### config.mk
export PLATFORM = sky130hd
export DESIGN_NAME = tsc_out
export DESIGN_NICKNAME = d
export VERILOG_FILES = /design/src/hdl/tsc_pkg.sv /design/src/hdl/tsc_out.sv
export SDC_FILE = /design/constraint.sdc
export NUM_CORES = 1
export LEC_CHECK = 0
export BUFFER_PORTS_ARGS = -buffer_cell sky130_fd_sc_hd__buf_2
export CORE_UTILIZATION = 48
export DETAILED_ROUTE_END_ITERATION = 8
export PLACE_DENSITY = 0.81
export SLEW_MARGIN = 20
export SYNTH_ARGS = -nofsm -noshare
export SYNTH_HDL_FRONTEND = slang
export SYNTH_SLANG_ARGS = --single-unit
### constraint.sdc
create_clock -name clk -period 5.1 [get_ports clk]
set_input_delay 1.02 -clock clk [delete_from_list [all_inputs] [get_ports clk]]
set_output_delay 1.02 -clock clk [all_outputs]
set_load 0.1 [all_outputs]
### src/hdl/tsc_pkg.sv
// Shared types, constants and coefficient tables for the Taylor sine/cosine core.
// No dependencies; every other file in hdl/ imports this package.
package tsc_pkg;

	localparam int MAX_TERMS  = 10;
	localparam int FIFO_DEPTH = 4;
	localparam int FIFO_AW    = $clog2(FIFO_DEPTH);

	// round(2^40/(2*pi)) split at bit 32
	localparam logic [31:0] TURN_KL = 32'hBE60_DB94;
	localparam logic [6:0]  TURN_KH = 7'h28;
	// round(2*pi*2^30): bit 32 set plus this low word
	localparam logic [31:0] TWO_PI_L = 32'h921F_B544;

	localparam logic [31:0] HALF_TURN    = 32'h8000_0000;
	localparam logic [31:0] QUARTER_TURN = 32'h4000_0000;
	localparam logic [63:0] ONE_Q62      = 64'h4000_0000_0000_0000;
	localparam logic [31:0] ONE_Q30      = 32'h4000_0000;
	localparam logic [3:0]  TERMS_RESET  = 4'd6;

	localparam logic [64:0] TWO_64 = 65'h1_0000_0000_0000_0000;

	typedef enum logic {
		FUNC_SIN = 1'b0,
		FUNC_COS = 1'b1
	} func_t;

	localparam logic [8:0] DIV_SIN [MAX_TERMS] = '{
		9'd1, 9'd6, 9'd20, 9'd42, 9'd72, 9'd110, 9'd156, 9'd210, 9'd272, 9'd342};
	localparam logic [8:0] DIV_COS [MAX_TERMS] = '{
		9'd1, 9'd2, 9'd12, 9'd30, 9'd56, 9'd90, 9'd132, 9'd182, 9'd240, 9'd306};

	// floor(2^64/d); the first entry is never used
	localparam logic [63:0] RECIP_SIN [MAX_TERMS] = '{
		64'(TWO_64 / 65'd1),   64'(TWO_64 / 65'd6),   64'(TWO_64 / 65'd20),
		64'(TWO_64 / 65'd42),  64'(TWO_64 / 65'd72),  64'(TWO_64 / 65'd110),
		64'(TWO_64 / 65'd156), 64'(TWO_64 / 65'd210), 64'(TWO_64 / 65'd272),
		64'(TWO_64 / 65'd342)};
	localparam logic [63:0] RECIP_COS [MAX_TERMS] = '{
		64'(TWO_64 / 65'd1),   64'(TWO_64 / 65'd2),   64'(TWO_64 / 65'd12),
		64'(TWO_64 / 65'd30),  64'(TWO_64 / 65'd56),  64'(TWO_64 / 65'd90),
		64'(TWO_64 / 65'd132), 64'(TWO_64 / 65'd182), 64'(TWO_64 / 65'd240),
		64'(TWO_64 / 65'd306)};

	// word handed from the front end to the series pipeline
	typedef struct packed {
		func_t       func;
		logic        flip;
		logic [62:0] x;
		logic [63:0] x2;
	} front_item_t;

	// word moving along the series pipeline
	typedef struct packed {
		func_t       func;
		logic        flip;
		logic [63:0] x2;
		logic [63:0] term;
		logic [63:0] sum;
	} term_bus_t;

endpackage

### src/hdl/tsc_out.sv
// Output stage: magnitude, round to Q2.30, saturate to one, apply sign.
// Depends on tsc_pkg; its second stage is the result register.
module tsc_out (
	input  logic               clk,
	input  logic               arst_n,
	input  logic               en,
	input  logic               in_vld,
	input  tsc_pkg::term_bus_t bus_i,
	output logic               out_vld,
	output logic [31:0]        value
);
	import tsc_pkg::*;

	logic        vld_s1, vld_s2;
	logic [63:0] mag_s1;
	logic        sgn_s1;
	logic [31:0] value_s2;
	logic [64:0] rnd;
	logic [31:0] sat;

	assign rnd = {1'b0, mag_s1} + {33'b0, HALF_TURN};
	assign sat = (rnd[64:32] > {1'b0, ONE_Q30}) ? ONE_Q30 : rnd[63:32];

	always_ff @(posedge clk or negedge arst_n) begin
		if (!arst_n) begin
			vld_s1 <= 1'b0;
			vld_s2 <= 1'b0;
		end else if (en) begin
			vld_s1 <= in_vld;
			vld_s2 <= vld_s1;
		end
	end

	always_ff @(posedge clk) begin
		if (en) begin
			mag_s1   <= bus_i.sum[63] ? (64'd0 - bus_i.sum) : bus_i.sum;
			sgn_s1   <= bus_i.sum[63] ^ bus_i.flip;
			value_s2 <= sgn_s1 ? (32'd0 - sat) : sat;
		end
	end

	assign out_vld = vld_s2;
	assign value   = value_s2;

endmodule

## Word level (Yosys, flattened, before mapping)

Cells that the tools add are included.

- Flip-flop bits (word level): 99
- Output and inout bits: 33

- $lt $le $gt $ge: 1
- Bitwise operators: 1
- Multiplexer cells: 3
- Add/subtract/negate cells: 3

Operator list:

| cell | count |
|---|---|
| $add A64 B32 Y65 const B | 1 |
| $mux W32 | 2 |
| $sub A1 B64 Y64 const A | 1 |
| $mux W63 | 1 |
| $gt A33 B31 Y1 const B | 1 |
| $sub A1 B32 Y32 const A | 1 |
| $xor A1 B1 Y1 | 1 |

## Logic depth before layout (Yosys ltp)

- Depth after elaboration: 5
- Gate-level depth with buffers: 19
- Gate-level depth less buffers: 17

## Least setup slack after synthesis

OpenSTA, ideal clock, no wires.

- Path type: register -> register
- From: reg mag_s1[31]
- To: reg value_s2[18], in the netlist value[18] (data pin)
- Data arrival time: 4079 ps
- Slack: 888 ps
- Period minus slack after synthesis: 4212 ps
- Setup time: 133 ps
- Cell stages (with the launch flop): 19
- Path buffers: 1
- Cell sequence: edfxtp_1 ha_1 buf_2 nand2_1 or4b_1 o31ai_1 o31ai_1 a2111oi_2 nand3_2 o31ai_2 nand2_1 ha_1 nor2b_1 nand3_1 or2_2 a21o_1 nor2_1 or4_4 nand3_2

- Longest elaborated chain between the ends: 5

Ends and longest elaborated chain:

| element | line | source |
|---|---|---|
| from (decl) | tsc_out.sv:15 | `logic [63:0] mag_s1;` |
| from (signal assigned) | tsc_out.sv:36 | `mag_s1 <= bus_i.sum[63] ? (64'd0 - bus_i.sum) : bus_i.sum;` |
| $add A64 B32 Y65 * | tsc_out.sv:21 | `assign rnd = {1'b0, mag_s1} + {33'b0, HALF_TURN};` |
| $gt A33 B31 Y1 | tsc_out.sv:22 | `assign sat = (rnd[64:32] > {1'b0, ONE_Q30}) ? ONE_Q30 : rnd[63:32];` |
| $mux W32 * | tsc_out.sv:22 |  |
| $sub A1 B32 Y32 | tsc_out.sv:38 | `value_s2 <= sgn_s1 ? (32'd0 - sat) : sat;` |
| $mux W32 * | tsc_out.sv:38 |  |
| to (signal assigned) | tsc_out.sv:38 |  |
| to (decl) | tsc_out.sv:17 | `logic [31:0] value_s2;` |

Every way passes the cells marked *; elsewhere a longest branch is shown, timed or not.
A chain may end at the register's enable or synchronous reset.

## Worst setup path after layout

Ends and elaborated chain as after synthesis.

==> impl_metrics.ini <==
[run_status]
status = complete, no violations

[final_layout]
final_cell_mix = buf_2 (101), xnor2_1 (66), edfxtp_1 (66), nand2_1 (52), nor2_1 (33)
final_cells = 749
area_growth_pct = 16.5
finalNetCount = 811
diodes = 0
fin_util_pct = 58.4
final_layout_size_suffix_gt1_share_pct = 25.8
layout_commonest_cell = buf_2
design_area_um2 = 5780

[timing]
fin_skew_ps = 10.7
slew_headroom_pct = 40.1
period_share_pct = 91.6
timing.final.max_slew_violations = 0
hold_violations = 0
max_freq_mhz = 214
min_period_ps = 4670
fin_setup_tns_ps = 0
setup_violations = 0
worst_slew_pin_slew_ps = 899
rsz0062_at_grt = false

[die]
io_pins = 231
die_x_um = 104
dieArea_um2 = 10800
core_area_um2 = 9910
start_util_pct = 50.1
row_count = 36
die-height_um = 104

[detailed_routing]
ant_nets = 0
wl_mm = 10.6
routed_via_density = 5.52
drtIter0Drc = 280
first_pass_iters = 4
vias = 4131
drc = 0
wl_per_cell_um = 14.1

[logic_synthesis]
synth_area_um2 = 4960
ys_seq_area_share_pct = 40.9
synth_top_area_cell = edfxtp_1
ys_types = 70
synth_edf_count = 66
synth_nets = 717
synth_warnings = 0
synthesis.instances = 517
ys_top_cells_by_area = edfxtp_1 (40%), xnor2_1 (12%), nand2_1 (3.9%)
ys.flop_type = edfxtp_1
synth_top_area_share_pct = 39.9
avgSynthCellArea_um2 = 9.60
ys_async_sr_fraction_pct = 2.94
synth-seq-cells = 68

[worst_setup_path]
crit_type = reg -> reg
required_ps = 5300
cp_max_fo = 7
cp.arrival_ps = 4880
start_kind = register
endpoint_kind = register

[cts]
postCtsSetupBuffers = 0
cts_hold_buf = 0
cts.sinks = 68
cts_buffer_depth = 2
htree_levels = 3
clk_transition_reported_paths_ps = 70
cts_root_buffer = clkbuf_8
clk_latency_ps = 340
cts_made_buffers = 9
cts_tree = built

[placed_design]
placed_cell_area_um2 = 5580
portBuffers = 101
dp.cells = 732
dp_hpwl_mm = 8.34
gp_congestion = 0.853

[pwr]
p_int_uw = 1060
p_leak_uw = 0.00209
clkPwrFrac_pct = 24.6
power.density_nw_per_um2 = 287
seq_power_share_pct = 44.9
p_comb_share_pct = 30.6
irDropWorstVdd_v = 0.000164
p_sw_share_pct = 36.3
total_power_uw = 1660
power.switching_uw = 602

[global_routing]
grt_pass1_vias = 3776
grt_overflow = 0
grtUsageTotal_pct = 20.5
antenna_found_initial = 0
grt_max_degree = 43
grt_pass1_wl_mm = 17.9

[worst_hold_path]
hold_path.class = in -> async

[job]
maxCapViolations = 0
cell families after synthesis:
logic type / Yosys count / synth area share [%]
AND/OR/NAND/NOR: 222 / 25.9
adder cells (fa/ha/maj): 2 / 0.504
AO/OA/AOI/OAI: 104 / 14.4
flip-flops: 68 / 40.9
buffers and inverters: 37 / 3.25
XOR/XNOR: 81 / 14.3
multiplexers: 3 / 0.680
power by group through the flow:
| stage | registers, µW | logic [µW] | clock network [µW] |
|---|---|---|---|
| 6_report | 744 | 507 | 407 |
| 5_1_grt | 753 | 545 | 438 |
| 4_1_cts | 749 | 501 | 415 |
| 3_5_place_dp | 760 | 499 | 0 |
| 3_3_place_gp | 756 | 492 | 0 |
| 2_1_floorplan | 901 | 241 | 0 |
what timing repair did:
| action | CTS | global route |
|---|---|---|
| endpoints found under the setup margin | 0 | 1 |
| resized for setup | 0 | 1 |
| endpoints found under the hold margin | 0 | 0 |
Yosys cell counts, types with 2 or more instances:
master     n
and2_1     5
dfrtp_1    2
nand3_2    4
nand4_1   14
inv_1      8
o21ai_0   32
mux2_2     3
or2_2     10
o21a_1     4
o41ai_1    5
xnor2_1   66
buf_2     11
o211ai_1   6
a211oi_1   2
o31ai_1   12
o31a_1     2
a211o_1    2
o22ai_1    2
xor2_1    15
or4_1      4
nor2_1    33
a41o_1     2
nand2_1   52
or3_1     11
ha_1       2
nor4_2     2
nand3_1   23
a21o_1     3
nor3_1    10
nand4b_1   2
a311oi_1   2
edfxtp_1  66
o21ai_1    5
or4_4      2
nand3_4    2
and4_1     2
and3_1    10
nor3b_1    3
a31oi_1    2
clkbuf_1  16
nand2b_1   7
nor4_1    14
a21oi_1   10
worst paths after layout:
check,from,endpoint,slack [ps],depth (start not counted)
worst min register to register,vld_s1,vld_s1,530,1
worst max register to register,mag_s1[31],value[18],430,17
min in group clk,vld_s1,vld_s1,530,1
worst min-delay path,arst_n,out_vld,450,1
max in group asynchronous,arst_n,vld_s1,4560,1
worst max-delay path,mag_s1[31],value[18],430,17
flip-flops by register name (all words and copies together) (netlist names):
signal   flops
mag_s1      33
value       32
out_vld      1
sgn_s1       1
vld_s1       1
layout make-up:
cell class | count | area, µm²
tap | 133 | 166
fill | 908 | 4130
timing repair buffer | 112 | 596
inverter | 8 | 30.0
sequential | 68 | 2030
clock inverter | 6 | 55.1
multi-input combinational | 412 | 2780
clock buffer | 10 | 128
per-layer routing:
layer	routed length [µm]	GRT usage (%)	share of wire (%)	vias to the layer above
met3	507	2.83	4.8	16
met5	0	0	0	-
met2	4830	32.3	46	130
li1	-	-	-	2122
met4	186	7.86	1.8	0
met1	5040	28.6	48	1863
critical path, cell delays in order (launching register included):
cell	delay, ps
edfxtp_1	420
ha_1	350
nand2_1	260
or4b_1	520
o31ai_1	100
o31ai_1	190
a2111oi_2	510
nand3_2	190
o31ai_2	440
nand2_1	140
ha_1	230
nor2b_1	160
nand3_1	200
or2_2	170
a21o_1	100
nor2_1	60
or4_4	420
nand3_2	80
metrics by stage:
step | hold WS [ps] | setup slack [ps]
6_report | 446 | 427
5_1_grt | 434 | 22.9
4_1_cts | 435 | 386
3_5_place_dp | 513 | 425
3_3_place_gp | 483 | 463
2_1_floorplan | 475 | 888
Power figures use the tool's default switching activity.
