<file path="src/hdl/tsc_pkg.sv">
// Shared types, constants and coefficient tables for the Taylor sine/cosine core.
// No dependencies; every other file in hdl/ imports this package.
package tsc_pkg;

	localparam int MAX_TERMS  = 10;
	localparam int FIFO_DEPTH = 4;
	localparam int FIFO_AW    = $clog2(FIFO_DEPTH);

	// round(2^40/(2*pi)) split at bit 32
	localparam logic [31:0] TURN_KL = 32'hBE60_DB94;
	localparam logic [6:0]  TURN_KH = 7'h28;
	// round(2*pi*2^30): bit 32 set plus this low word
	localparam logic [31:0] TWO_PI_L = 32'h921F_B544;

	localparam logic [31:0] HALF_TURN    = 32'h8000_0000;
	localparam logic [31:0] QUARTER_TURN = 32'h4000_0000;
	localparam logic [63:0] ONE_Q62      = 64'h4000_0000_0000_0000;
	localparam logic [31:0] ONE_Q30      = 32'h4000_0000;
	localparam logic [3:0]  TERMS_RESET  = 4'd6;

	localparam logic [64:0] TWO_64 = 65'h1_0000_0000_0000_0000;

	typedef enum logic {
		FUNC_SIN = 1'b0,
		FUNC_COS = 1'b1
	} func_t;

	localparam logic [8:0] DIV_SIN [MAX_TERMS] = '{
		9'd1, 9'd6, 9'd20, 9'd42, 9'd72, 9'd110, 9'd156, 9'd210, 9'd272, 9'd342};
	localparam logic [8:0] DIV_COS [MAX_TERMS] = '{
		9'd1, 9'd2, 9'd12, 9'd30, 9'd56, 9'd90, 9'd132, 9'd182, 9'd240, 9'd306};

	// floor(2^64/d); the first entry is never used
	localparam logic [63:0] RECIP_SIN [MAX_TERMS] = '{
		64'(TWO_64 / 65'd1),   64'(TWO_64 / 65'd6),   64'(TWO_64 / 65'd20),
		64'(TWO_64 / 65'd42),  64'(TWO_64 / 65'd72),  64'(TWO_64 / 65'd110),
		64'(TWO_64 / 65'd156), 64'(TWO_64 / 65'd210), 64'(TWO_64 / 65'd272),
		64'(TWO_64 / 65'd342)};
	localparam logic [63:0] RECIP_COS [MAX_TERMS] = '{
		64'(TWO_64 / 65'd1),   64'(TWO_64 / 65'd2),   64'(TWO_64 / 65'd12),
		64'(TWO_64 / 65'd30),  64'(TWO_64 / 65'd56),  64'(TWO_64 / 65'd90),
		64'(TWO_64 / 65'd132), 64'(TWO_64 / 65'd182), 64'(TWO_64 / 65'd240),
		64'(TWO_64 / 65'd306)};

	// word handed from the front end to the series pipeline
	typedef struct packed {
		func_t       func;
		logic        flip;
		logic [62:0] x;
		logic [63:0] x2;
	} front_item_t;

	// word moving along the series pipeline
	typedef struct packed {
		func_t       func;
		logic        flip;
		logic [63:0] x2;
		logic [63:0] term;
		logic [63:0] sum;
	} term_bus_t;

endpackage

</file>
<file path="src/hdl/tsc_fifo.sv">
// Short queue between the front end and the series pipeline.
// Depends on tsc_pkg.
module tsc_fifo (
	input  logic                 clk,
	input  logic                 arst_n,
	input  logic                 push,
	input  logic                 pop,
	input  tsc_pkg::front_item_t din,
	output tsc_pkg::front_item_t dout,
	output logic                 full,
	output logic                 empty
);
	import tsc_pkg::*;

	front_item_t        mem_q [FIFO_DEPTH];
	logic [FIFO_AW-1:0] wr_q, rd_q;
	logic [FIFO_AW:0]   count_q;

	assign full  = (count_q == (FIFO_AW+1)'(FIFO_DEPTH));
	assign empty = (count_q == '0);
	assign dout  = mem_q[rd_q];

	always_ff @(posedge clk or negedge arst_n) begin
		if (!arst_n) begin
			wr_q    <= '0;
			rd_q    <= '0;
			count_q <= '0;
		end else begin
			if (push) wr_q <= wr_q + 1'b1;
			if (pop) rd_q <= rd_q + 1'b1;
			if (push && !pop) count_q <= count_q + 1'b1;
			else if (pop && !push) count_q <= count_q - 1'b1;
		end
	end

	always_ff @(posedge clk) begin
		if (push) mem_q[wr_q] <= din;
	end

	a_no_overflow: assert property (@(posedge clk) disable iff (!arst_n) full |-> !push)
		else $error("push into full queue");
	a_no_underflow: assert property (@(posedge clk) disable iff (!arst_n) empty |-> !pop)
		else $error("pop from empty queue");
	a_count_up: assert property (@(posedge clk) disable iff (!arst_n)
		(push && !pop) |=> (count_q == $past(count_q) + 1'b1))
		else $error("queue count did not advance");

endmodule

</file>
<file path="config.mk">
export PLATFORM = sky130hd
export DESIGN_NAME = tsc_fifo
export DESIGN_NICKNAME = d
export VERILOG_FILES = /design/src/hdl/tsc_pkg.sv /design/src/hdl/tsc_fifo.sv
export SDC_FILE = /design/constraint.sdc
export NUM_CORES = 1
export LEC_CHECK = 0
export BUFFER_PORTS_ARGS = -buffer_cell sky130_fd_sc_hd__buf_2
export CAP_MARGIN = 15
export CORE_UTILIZATION = 50
export DETAILED_ROUTE_END_ITERATION = 10
export GPL_TIMING_DRIVEN = 1
export PLACE_DENSITY_LB_ADDON = 0.12
export SYNTH_ARGS = -nofsm -noshare
export SYNTH_HDL_FRONTEND = slang
export SYNTH_SLANG_ARGS = --single-unit
</file>
<file path="constraint.sdc">
create_clock -name clk -period 5.6 [get_ports clk]
set_input_delay 0.56 -clock clk [delete_from_list [all_inputs] [get_ports clk]]
set_output_delay 0.56 -clock clk [all_outputs]
set_load 0.01 [all_outputs]
</file>
; ---- Yosys cells after proc, flatten, opt, wreduce, memory -nomap -nowiden
; Memories as Yosys holds them, arrays and structs flattened.
; Cells that the tools add are included.
[word_totals]
ff_bits = 7
ram_bits = 516
input_bits = 133
n_memories = 1
[classes]
n_addsub = 4
n_eq_ne = 1
n_mux = 4
reduce_logical = 6
[memory_table]
columns = memory, depth, width, rd, rd_clocked_by_memory_dff, wr, line_no
row1 = mem_q, 4, 129, 1, 0, 1, tsc_fifo.sv:15  ; front_item_t mem_q [FIFO_DEPTH];
[op_table]
columns = cell, count
row1 = two-way mux 3 bit, 2
row2 = "adder 2 x 1 -> 2 bit, second input constant", 2
row3 = "adder 3 x 1 -> 3 bit, second input constant", 1
row4 = "== test 3 bit, second input constant", 1
row5 = logical NOT 3 bit, 1
row6 = "subtractor 3 x 1 -> 3 bit, second input constant", 1
row7 = logical AND 1 bit, 2
row8 = logical NOT 1 bit, 2
row9 = two-way mux 1 bit, 2
row10 = nonzero test 2 bit, 1

; ---- Depth between registers and ports, before layout
; Gate-level depths: netlist (run 1).
[depth]
word_depth = 4
depth_mapped = 7
depth_no_buf = 7

; ---- Worst setup path after synthesis (run 1)
; OpenSTA, ideal clock, no wires.
[synth_timing]
kind = register -> register
start = register wr_q[0]
end = memory mem_q[2][0] (netlist bit), enable pin
t_arrival_ns = 3.575
path_slack_ns = 1.521
path_stages_with_launch = 4
path_buffers = 0
path_cell_list = dfrtp_1 -> inv_1 -> ha_1 -> and2_1
[synth_rtl]
columns = element, line_no
row1 = start: declaration, tsc_fifo.sv:16  ; logic [FIFO_AW-1:0] wr_q, rd_q;
row2 = start signal: assignment, tsc_fifo.sv:29  ; if (push) wr_q <= wr_q + 1'b1;
row3 = end: declaration, tsc_fifo.sv:15
; No word-level cell before the write port.

==> impl_results.md, run 1 <==
- Period utilisation layout: 62.4%
- Synthesized flop and latch total: 523
- Num rows: 71
- All-layer global routing usage: 18.2%
- GPL Wtd Cong: 0.694
- H-Tree Level Count: 2
- Post-synthesis sequential area ratio: 82.5%
- CTS Buf Count: 52
- FILL cells: 2696
- Clock-pin slew on the worst setup and hold paths: 0.06 ns
- Static leakage: 7.65 nW
- Core ar.: 37600 sq um
- Unique masters post-synth: 20
- Die Wd: 197 um
- Fin nets: 1143
- Final setup fails: 0
- Min cycle time layout: 3.49 ns
- Synthesized cell area: 19000 sq um
- Detailed-router iteration count before antenna repair: 4
- Commonest non-fill, non-tap cell in the layout: edfxtp_1
- Fin. max-slew vios: 0
- Critical Path AT: 2.93 ns
- CP delay by family, top: flip-flops
- HP Class: input port to flip-flop
- # DRC: 0
- Crit. path cell count: 3
- Most frequent cells in the layout: edfxtp_1 (516), buf_2 (263), mux4_2 (129)
- Vias per cell: 5.27
- Gr ovfl total: 0
- Vias in the first global route: 8915
- Hold path depth: 1
- Num Clock Sinks: 523
- Pre-CTS setup slack: 2.60 ns
- Area growth, synth to finish: 18.6%
- Initial core utilization: 50.6%
- Worst rel slew slack: 32.4%
- Setup TNS: 0 ns
- Slew @ Worst Pin: 1.01 ns
- Clock root cell: clkbuf_16
- Syn. warnings: 0
- RSZ-0062 raised after global routing: false
- Largest net degree at the start of global routing: 88
- Antenna violations before repair: 7
- Worst-path fanout max: 76
- Via count: 8219
- Startpoint types: flip-flop
- CP Buf/Inv Count: 2
- Share of cells above drive strength 1: 45.6%
- Worst clock skew: 0.00873 ns
- Crit-path slowest cell: dfrtp_4
- Achievable Freq: 286 MHz
- Die area: 38800 sq um
- DRT antenna net count: 0
- Endpoint type of the worst setup path: primary output
- Status: finished clean
- Crit Path Class: flip-flop to primary output
- First-pass GRT wire length: 52000 um
- Peak VDD IR: 0.000364 V
- Setup WS post-layout: 2.11 ns
- R2r worst-path depth: 4
- Die H: 197 um
- DP HPWL: 19200 um
- Final wirelength: 34600 um
- Cell Pwr Density: 528 nW/um^2
- Iter 0 DRT Violations: 391
- CP Cell Sequence: buf_12, mux4_2, buf_2
- Placed cell count: 1460
- Post-Syn Instances: 708
- # IOs: 264
- CP peak stage delay: 0.94 ns
- Finished Layout Cells: 1561
- Worst skew pair latency: 0.57 ns
- Overall power: 0.0119 W
- Post-CTS setup buffers: 0
- Synthesized area per cell: 26.8 sq um
- WHS: 0.193 ns
- CTS tree: built
- Final Hold Viols: 0
- Clock buffer depth: 3
- Port-buffer cells: 263
- Post-synth net total: 847
- Max cap viols: 0
- Mean routed wirelength per cell: 22.2 um
- CP required: 5.04 ns
[worst register-to-register path, stage by stage (launching register included)]
cell and delay (ns):
dfrtp_1 0.43, inv_1 0.11, ha_1 0.14, and2_4 0.70
buf_12 0.53
[metrics by stage]
step	instance area [sq um]	util [%]
after global routing	22500	59.9
after floorplan	19000	-
after detailed placement	20900	55.6
final	22500	60.0
after global placement	20900	55.6
after CTS	22500	59.9
[cell type report]
class / count / area, sq um / share of cell area [%]
antenna: 4 / 10.0 / 0.0444
clock buffer: 70 / 1400 / 6.21
clock inverter: 26 / 221 / 0.983
inverter: 4 / 15.0 / 0.0666
multi-input combinational: 152 / 3120 / 13.8
sequential: 523 / 15700 / 69.6
tap: 511 / 639 / 2.84
timing repair buffer: 271 / 1450 / 6.45
[synth_stat cells]
library cell  number  area [sq um]
edfxtp_1         516         15500
mux4_2           129          2910
buf_2             12          60.1
buf_6             11           124
dfrtp_1            7           175
ha_1               5          62.6
and2_1             4          25.0
inv_1              4          15.0
xor2_1             4          35.0
buf_1              3          11.3
buf_4              2          15.0
nand2_1            2          7.51
xnor2_1            2          17.5
clkbuf_1           1          3.75
fa_1               1          20.0
mux2_2             1          11.3
nor2_1             1          3.75
nor3_1             1          5.00
nor3b_1            1          7.51
o21ai_0            1          5.00
[power by group]
part	switching [W]	total (W)	internal, W
logic	0.00166	0.00315	0.00149
clock network	0.00138	0.00331	0.00193
registers	0.000326	0.00545	0.00512
[kinds of logic (layout without fill, tap and decap cells)]
logic type	after synthesis	count (layout)	share of synthesized area [%]
other cells	0	4	0
fa+ha+maj	6	6	0.435
simple gates	9	9	0.257
mux	130	130	15.3
compound gates	1	1	0.0263
xor+xnor	6	6	0.277
buf+inv	33	371	1.20
flops	523	523	82.5
[registers in the layout (all words and copies together), names as in the netlist]
register	cells
count_q	3
mem_q	516
rd_q	2
wr_q	2
[layer usage]
layer	GRT usage (%)	wire [um]	vias to the layer above
li1	-	-	3668
met1	22.7	14000	4263
met2	30.0	17300	213
met3	5.80	2500	67
met4	6.63	822	8
met5	0	40	-
[path summary, 6_finish.rpt]
kind | from | end | slack, ns
worst min register to register | count_q[2] | count_q[2] | 0.49
min in group asynchronous | arst_n | wr_q[1] | 0.38
worst max-delay path | rd_q[0] | dout[28] | 2.11
worst min-delay path | din[80] | mem_q[0][80] | 0.19
max in group asynchronous | arst_n | rd_q[0] | 5.03
worst max register to register | wr_q[0] | mem_q[2][1] | 3.24
[repair_timing]
action	CTS	global route
gates resized for setup	0	0
hold buffers	1	0
hold endpoints to repair	7	0
No activity file was read; power rests on OpenSTA's default activity.
==> inputs of run 2 (changes only) <==
- clock period: 5.6 -> 2.9 ns (I/O delays scaled with it)
==> impl_results.md, run 2 (same netlist as run 1, synthesis figures left out) <==
- Core ar.: 37600 sq um (unchanged)
- Iter 0 DRT Violations: 422 (+7.9%)
- Num rows: 71 (unchanged)
- # IOs: 264 (unchanged)
- Clock root cell: clkbuf_16
- Setup WS post-layout: 0.308 ns (-1.80 ns)
- Antenna violations before repair: 2 (-5)
- Busiest layer in global routing: met2
- Area growth, synth to finish: 25.7%
- Area used by multi-input combinational logic: 3120 sq um (unchanged)
- Mean routed wirelength per cell: 21.0 um (-5.2%)
- Worst-path fanout max: 66 (-13%)
- Met3 Track Usage GR: 5.89% (+0.086 points)
- Status: finished clean
- All-layer global routing usage: 19.0% (+0.82 points)
- CTS tree: built
- Num Clock Sinks: 523 (unchanged)
- Largest Register: mem_q
- FILL cells: 2600 (-3.6%)
- Worst clock skew: 0.0293 ns (+0.0206 ns)
- Clock buffer depth: 3 (unchanged)
- Port-buffer cells: 263 (unchanged)
- Die area: 38800 sq um (unchanged)
- Detailed-router iteration count before antenna repair: 5 (+1)
- First-pass GRT wire length: 55100 um (+6.0%)
- CP peak stage delay: 0.61 ns (-0.33 ns)
- Largest regs: mem_q (516), count_q (3)
- Startpoint types: flip-flop
- Met1 usage: 24.4% (+1.6 points)
- Worst rel slew slack: 53.7% (+21 points)
- DRT antenna net count: 0 (unchanged)
- Gr ovfl total: 0 (unchanged)
- Most frequent cells in the layout: edfxtp_1 (516), buf_2 (263), dlygate4sd3_1 (132)
- Crit-path slowest cell: mux4_2
- Die Wd: 197 um (unchanged)
- CP Cell Sequence: buf_12, mux4_2, buf_2
- WHS: 0.0756 ns (-0.118 ns)
- Critical Path AT: 2.30 ns (-0.63 ns)
- Crit. path cell count: 3 (unchanged)
- Via count: 8883 (+8.1%)
- Die H: 197 um (unchanged)
- CP required: 2.61 ns (-2.43 ns)
- Max cap viols: 0 (unchanged)
- R2r worst-path depth: 4 (unchanged)
- Vias in the first global route: 9672 (+8.5%)
- Flop-to-flop setup slack: 1.01 ns (-2.23 ns)
- Commonest non-fill, non-tap cell in the layout: edfxtp_1
- Endpoint type of the worst setup path: primary output
- Setup TNS: 0 ns (unchanged)
- Crit Path Class: flip-flop to primary output
- Post-CTS setup buffers: 0 (unchanged)
- Static leakage: 8.24 nW (+7.6%)
- Pre-CTS setup slack: 0.875 ns (-1.72 ns)
- Initial core utilization: 50.6% (unchanged)
- CP Buf/Inv Count: 2 (unchanged)
- Fin nets: 1285 (+12%)
- Slew @ Worst Pin: 0.695 ns (-0.320 ns)
- CP delay by family, top: multiplexers
- Sequential cell area: 15700 sq um (unchanged)
- RSZ-0062 raised after global routing: false
- Worst skew pair latency: 0.59 ns (+0.02 ns)
- M2 GR Usage: 31.6% (+1.7 points)
- Fin. max-slew vios: 0 (unchanged)
- Share of cells above drive strength 1: 40.9% (-4.7 points)
- Clock-pin slew on the worst setup and hold paths: 0.06 ns (about the same)
- Largest net degree at the start of global routing: 108 (+23%)
- Vias per cell: 5.23 (-0.70%)
- Final wirelength: 35700 um (+3.2%)
- Min cycle time layout: 2.59 ns
- Peak VDD IR: 0.000746 V (+110%)
- Cell Pwr Density: 964 nW/um^2 (+82%)
- Achievable Freq: 386 MHz
- Final setup fails: 0 (unchanged)
- HP Class: input port to async pin
- DP HPWL: 20500 um (+6.6%)
- Final Hold Viols: 0 (unchanged)
- Period utilisation layout: 89.4%
- Max reg flops: 516 (unchanged)
- GPL Wtd Cong: 0.702 (+1.2%)
- # DRC: 0 (unchanged)
- H-Tree Level Count: 2 (unchanged)
- CTS Buf Count: 53 (+1.9%)
==> run 2: routing by layer <==
layer	vias up	share of wire [%]	wire, um
met4	0	1.8	634
met1	4656	41	14700
met3	51	6.3	2240
met2	219	51	18100
li1	3957	-	-
met5	-	0	0
==> run 2: worst paths after layout <==
kind	end	start
max in group asynchronous	rd_q[0]	arst_n
setup reg to reg	mem_q[1][45]	wr_q[1]
min in group clk	mem_q[2][101]	din[101]
setup / recovery	dout[26]	rd_q[0]
hold / removal	count_q[2]	arst_n
hold reg to reg	count_q[2]	count_q[2]
==> run 2: cell type report <==
| type | count | share of cell area, % |
|---|---|---|
| sequential | 523 | 65.6 |
| multi-input combinational | 152 | 13.0 |
| timing repair buffer | 412 | 12.1 |
| clock buffer | 65 | 5.74 |
| tap | 511 | 2.68 |
| clock inverter | 30 | 0.717 |
| inverter | 4 | 0.0628 |
| antenna | 2 | 0.0209 |
==> run 2: report_power, final <==
part	internal, W	total [W]	leakage [nW]	switching, W
registers	0.00988	0.0103	4.82	0.000401
clock network	0.00343	0.00612	0.765	0.00269
logic	0.00312	0.00663	2.65	0.00351
==> run 2: timing repair <==
| item | in CTS | in global routing |
|---|---|---|
| hold endpoints to repair | 527 | 0 |
| hold buffers | 132 | 0 |
| gates resized for setup | 0 | 0 |
==> run 2: through the flow <==
step                std cells  utilization [%]  instance area [sq um]  power (W)
floorplan                 708                -                  19000     0.0146
global placement         1470             56.0                  21000     0.0171
detailed placement       1470             56.0                  21000     0.0171
CTS                      1697             63.6                  23900     0.0234
global route             1698             63.6                  23900     0.0241
finish                   1699             63.6                  23900     0.0230
==> inputs of run 3 (changes only) <==
- ABC_AREA: default -> 1
==> impl_results.md, run 3 <==
- Hold_buf cts: 132 (unchanged)
- CTS Buf Count: 54 (+1.9%)
- Worst clock skew: 0.0160 ns (-0.0133 ns)
- Final Hold Viols: 0 (unchanged)
- DP HPWL: 24500 um (+20%)
- Final Cell Area: 26300 sq um (+10%)
- RSZ-0062 raised after global routing: false
- Synthesized cell area: 21300 sq um (+12%)
- FILL cells: 3135 (+21%)
- Placed Area: 23300 sq um (+11%)
- Fin nets: 2087 (+62%)
- # IOs: 264 (unchanged)
- RR Endpoint: mem_q[3][51]
- Synth top area share: 72.9% (-8.7 points)
- CP Buf/Inv Count: 2 (unchanged)
- Post_cts resized: 0 (unchanged)
- Seq pwr share: 39.5% (-5.1 points)
- R2r startpoint: wr_q[0]
- Worst rel slew slack: 44.5% (-9.2 points)
- Die Wd: 208 um (+5.7%)
- Largest net degree at the start of global routing: 130 (+20%)
- First-pass GRT wire length: 68000 um (+23%)
- Slew @ Worst Pin: 0.833 ns (+0.138 ns)
- Ys async rst share: 1.34% (unchanged)
- Crit-path most repeated cell: nand2_1
- Post-CTS setup buffers: 0 (unchanged)
- Crit-path slowest cell: dfrtp_4
- Static leakage: 10.6 nW (+29%)
- Iter 0 DRT Violations: 722 (+71%)
- Logic pwr share: 35.5% (+6.7 points)
- Cell Pwr Density: 993 nW/um^2 (+3.0%)
- Largest regs: mem_q (516), count_q (3)
- DRT antenna net count: 0 (unchanged)
- Area growth, synth to finish: 23.8%
- Share of cells above drive strength 1: 24.2% (-17 points)
- Antenna violations before repair: 2 (unchanged)
- CP required: 2.61 ns (about the same)
- Finished Layout Cells: 2533 (+49%)
- Clock power frac: 25.0% (-1.6 points)
- Status: finished clean
- Sw frac: 34.8% (+6.2 points)
- Clock buffer depth: 3 (unchanged)
- Fin. max-slew vios: 0 (unchanged)
- Num rows: 75 (+5.6%)
- Vias in the first global route: 12749 (+32%)
- Die area: 43400 sq um (+12%)
- Min cycle time layout: 2.58 ns (-0.0126 ns)
- Main flop type after synthesis: edfxtp_1
- Vias per cell: 4.98 (-4.8%)
- Flop-to-flop setup slack: 0.92 ns (-0.09 ns)
- Yosys top cell by area: edfxtp_1
- Final setup fails: 0 (unchanged)
- Synth cell count leaders: edfxtp_1 (516), nand2_1 (400), inv_1 (269)
- Critical Path AT: 2.29 ns (about the same)
- Crit path launch: rd_q[0]
- H-Tree Level Count: 2 (unchanged)
- Max cap viols: 0 (unchanged)
- All-layer global routing usage: 20.1% (+1.1 points)
- Number of synthesized flops with an enable pin: 516 (unchanged)
- Post-Syn Instances: 1553 (+120%)
- R2r worst-path depth: 4 (unchanged)
- Synthesized area per cell: 13.7 sq um (-49%)
- Synthesized flop and latch total: 523 (unchanged)
- Placed cell count: 2299 (+56%)
- Gr ovfl total: 0 (unchanged)
- Sw Pwr: 0.00910 W (+38%)
- Num Clock Sinks: 523 (unchanged)
- Period utilisation layout: 89.0% (-0.44 points)
- Worst-path fanout max: 107 (+62%)
- Max reg flops: 516 (unchanged)
- Ranking of synthesized cells by area: edfxtp_1 (73%), nand2_1 (7.1%), o211ai_2 (5.9%)
- Post-synth net total: 1692 (+100%)
- HP Class: input port to async pin
- Endpoint type of the worst setup path: primary output
- CP peak stage delay: 0.70 ns (+0.09 ns)
- Post-synthesis sequential area ratio: 73.7% (-8.8 points)
- Die H: 208 um (+5.7%)
- Clock-pin slew on the worst setup and hold paths: 0.06 ns (about the same)
- Cell with the most instances after synthesis: edfxtp_1
- Startpoint types: flip-flop
- Worst skew pair latency: 0.59 ns (about the same)
- GPL Wtd Cong: 0.748 (+6.6%)
- Final wirelength: 42500 um (+19%)
- Core ar.: 41900 sq um (+12%)
- Clock root cell: clkbuf_16
- Largest Register: mem_q
- Syn. warnings: 0 (unchanged)
- Detailed-router iteration count before antenna repair: 5 (unchanged)
- Commonest non-fill, non-tap cell in the layout: edfxtp_1
- Port-buffer cells: 263 (unchanged)
- CTS tree: built
- CP Cell Sequence: buf_12, nand2_1, o211ai_1, nand2_1, buf_2
- Unique masters post-synth: 19 (-5.0%)
- CP delay by family, top: flip-flops
- Peak VDD IR: 0.00116 V (+56%)
- Mean routed wirelength per cell: 16.8 um (-20%)
- # DRC: 0 (unchanged)
- Via count: 12610 (+42%)
- Achievable Freq: 388 MHz (+0.49%)
- Crit Path Class: flip-flop to primary output
- Most frequent cells in the layout: edfxtp_1 (516), nand2_1 (396), inv_1 (264)
- Initial core utilization: 50.7% (+0.12 points)
- Int Pwr: 0.0170 W (+3.7%)
==> run 3: changes by cell type after synthesis, moves of 4 or more <==
cell      change
nand2_1     +398
buf_2        +31
and2_1        -4
o211ai_1    +158
clkbuf_1     +26
mux4_2      -129
o211ai_2    +100
inv_1       +265
==> run 3: cell families (layout without fill, tap and decap cells) <==
family,count (synthesis),after routing,share of synthesized area (%)
xor gates and xnor gates,4,4,0.165
and+or+nand+nor,404,404,7.16
AOI/OAI and AO/OA,259,259,11.5
adders and majority gates,6,6,0.388
buffers and inverters,357,797,7.10
other,0,1,0
DFF,523,523,73.7
==> run 3: per-layer routing <==
layer	global-route usage [%]	vias to the layer above	part of all wire, %
li1	-	6220	-
met1	25.8	6063	44
met2	34.1	260	49
met3	4.17	65	4.8
met4	6.74	2	2.3
met5	0	-	0.031
==> run 3: per-stage QoR <==
| stage | power, W | setup WS [ns] | TNS, ns | hold WS, ns | util [%] |
|---|---|---|---|---|---|
| floorplan | 0.0164 | -0.0767 | -34.50 | -0.00559 | - |
| global placement | 0.0197 | 0.933 | 0 | 0.153 | 55.5 |
| detailed placement | 0.0198 | 0.914 | 0 | 0.153 | 55.5 |
| CTS | 0.0265 | 0.263 | 0 | 0.0529 | 62.7 |
| global route | 0.0277 | 0.157 | 0 | 0.0822 | 62.7 |
| finish | 0.0261 | 0.320 | 0 | 0.0943 | 62.7 |
==> run 3: final cells by class <==
type                       count  area (sq um)  share of cell area [%]
clock inverter                31           190                   0.723
antenna                        1          2.50                 0.00951
inverter                     270          1030                    3.93
sequential                   523         15700                    59.6
tap                          539           674                    2.56
clock buffer                  70          1510                    5.72
timing repair buffer         426          3130                    11.9
multi-input combinational    673          4100                    15.6
==> run 3: power groups by stage <==
stage	Sequential, W	Clock [W]	Combinational, W
floorplan	0.0104	0	0.00599
global placement	0.0104	0	0.00922
detailed placement	0.0105	0	0.00930
CTS	0.0103	0.00669	0.00948
global route	0.0104	0.00694	0.0103
finish	0.0103	0.00653	0.00928
==> run 3: worst max-delay path by stage <==
| stage | end | slack [ns] | depth (start not counted) |
|---|---|---|---|
| detailed placement | dout[116] | 0.91 | 5 |
| CTS | dout[116] | 0.26 | 5 |
| global placement | dout[116] | 0.93 | 5 |
| finish | dout[24] | 0.32 | 5 |
| floorplan | mem_q[0][0] | -0.08 | 4 |
| global route | dout[97] | 0.16 | 5 |
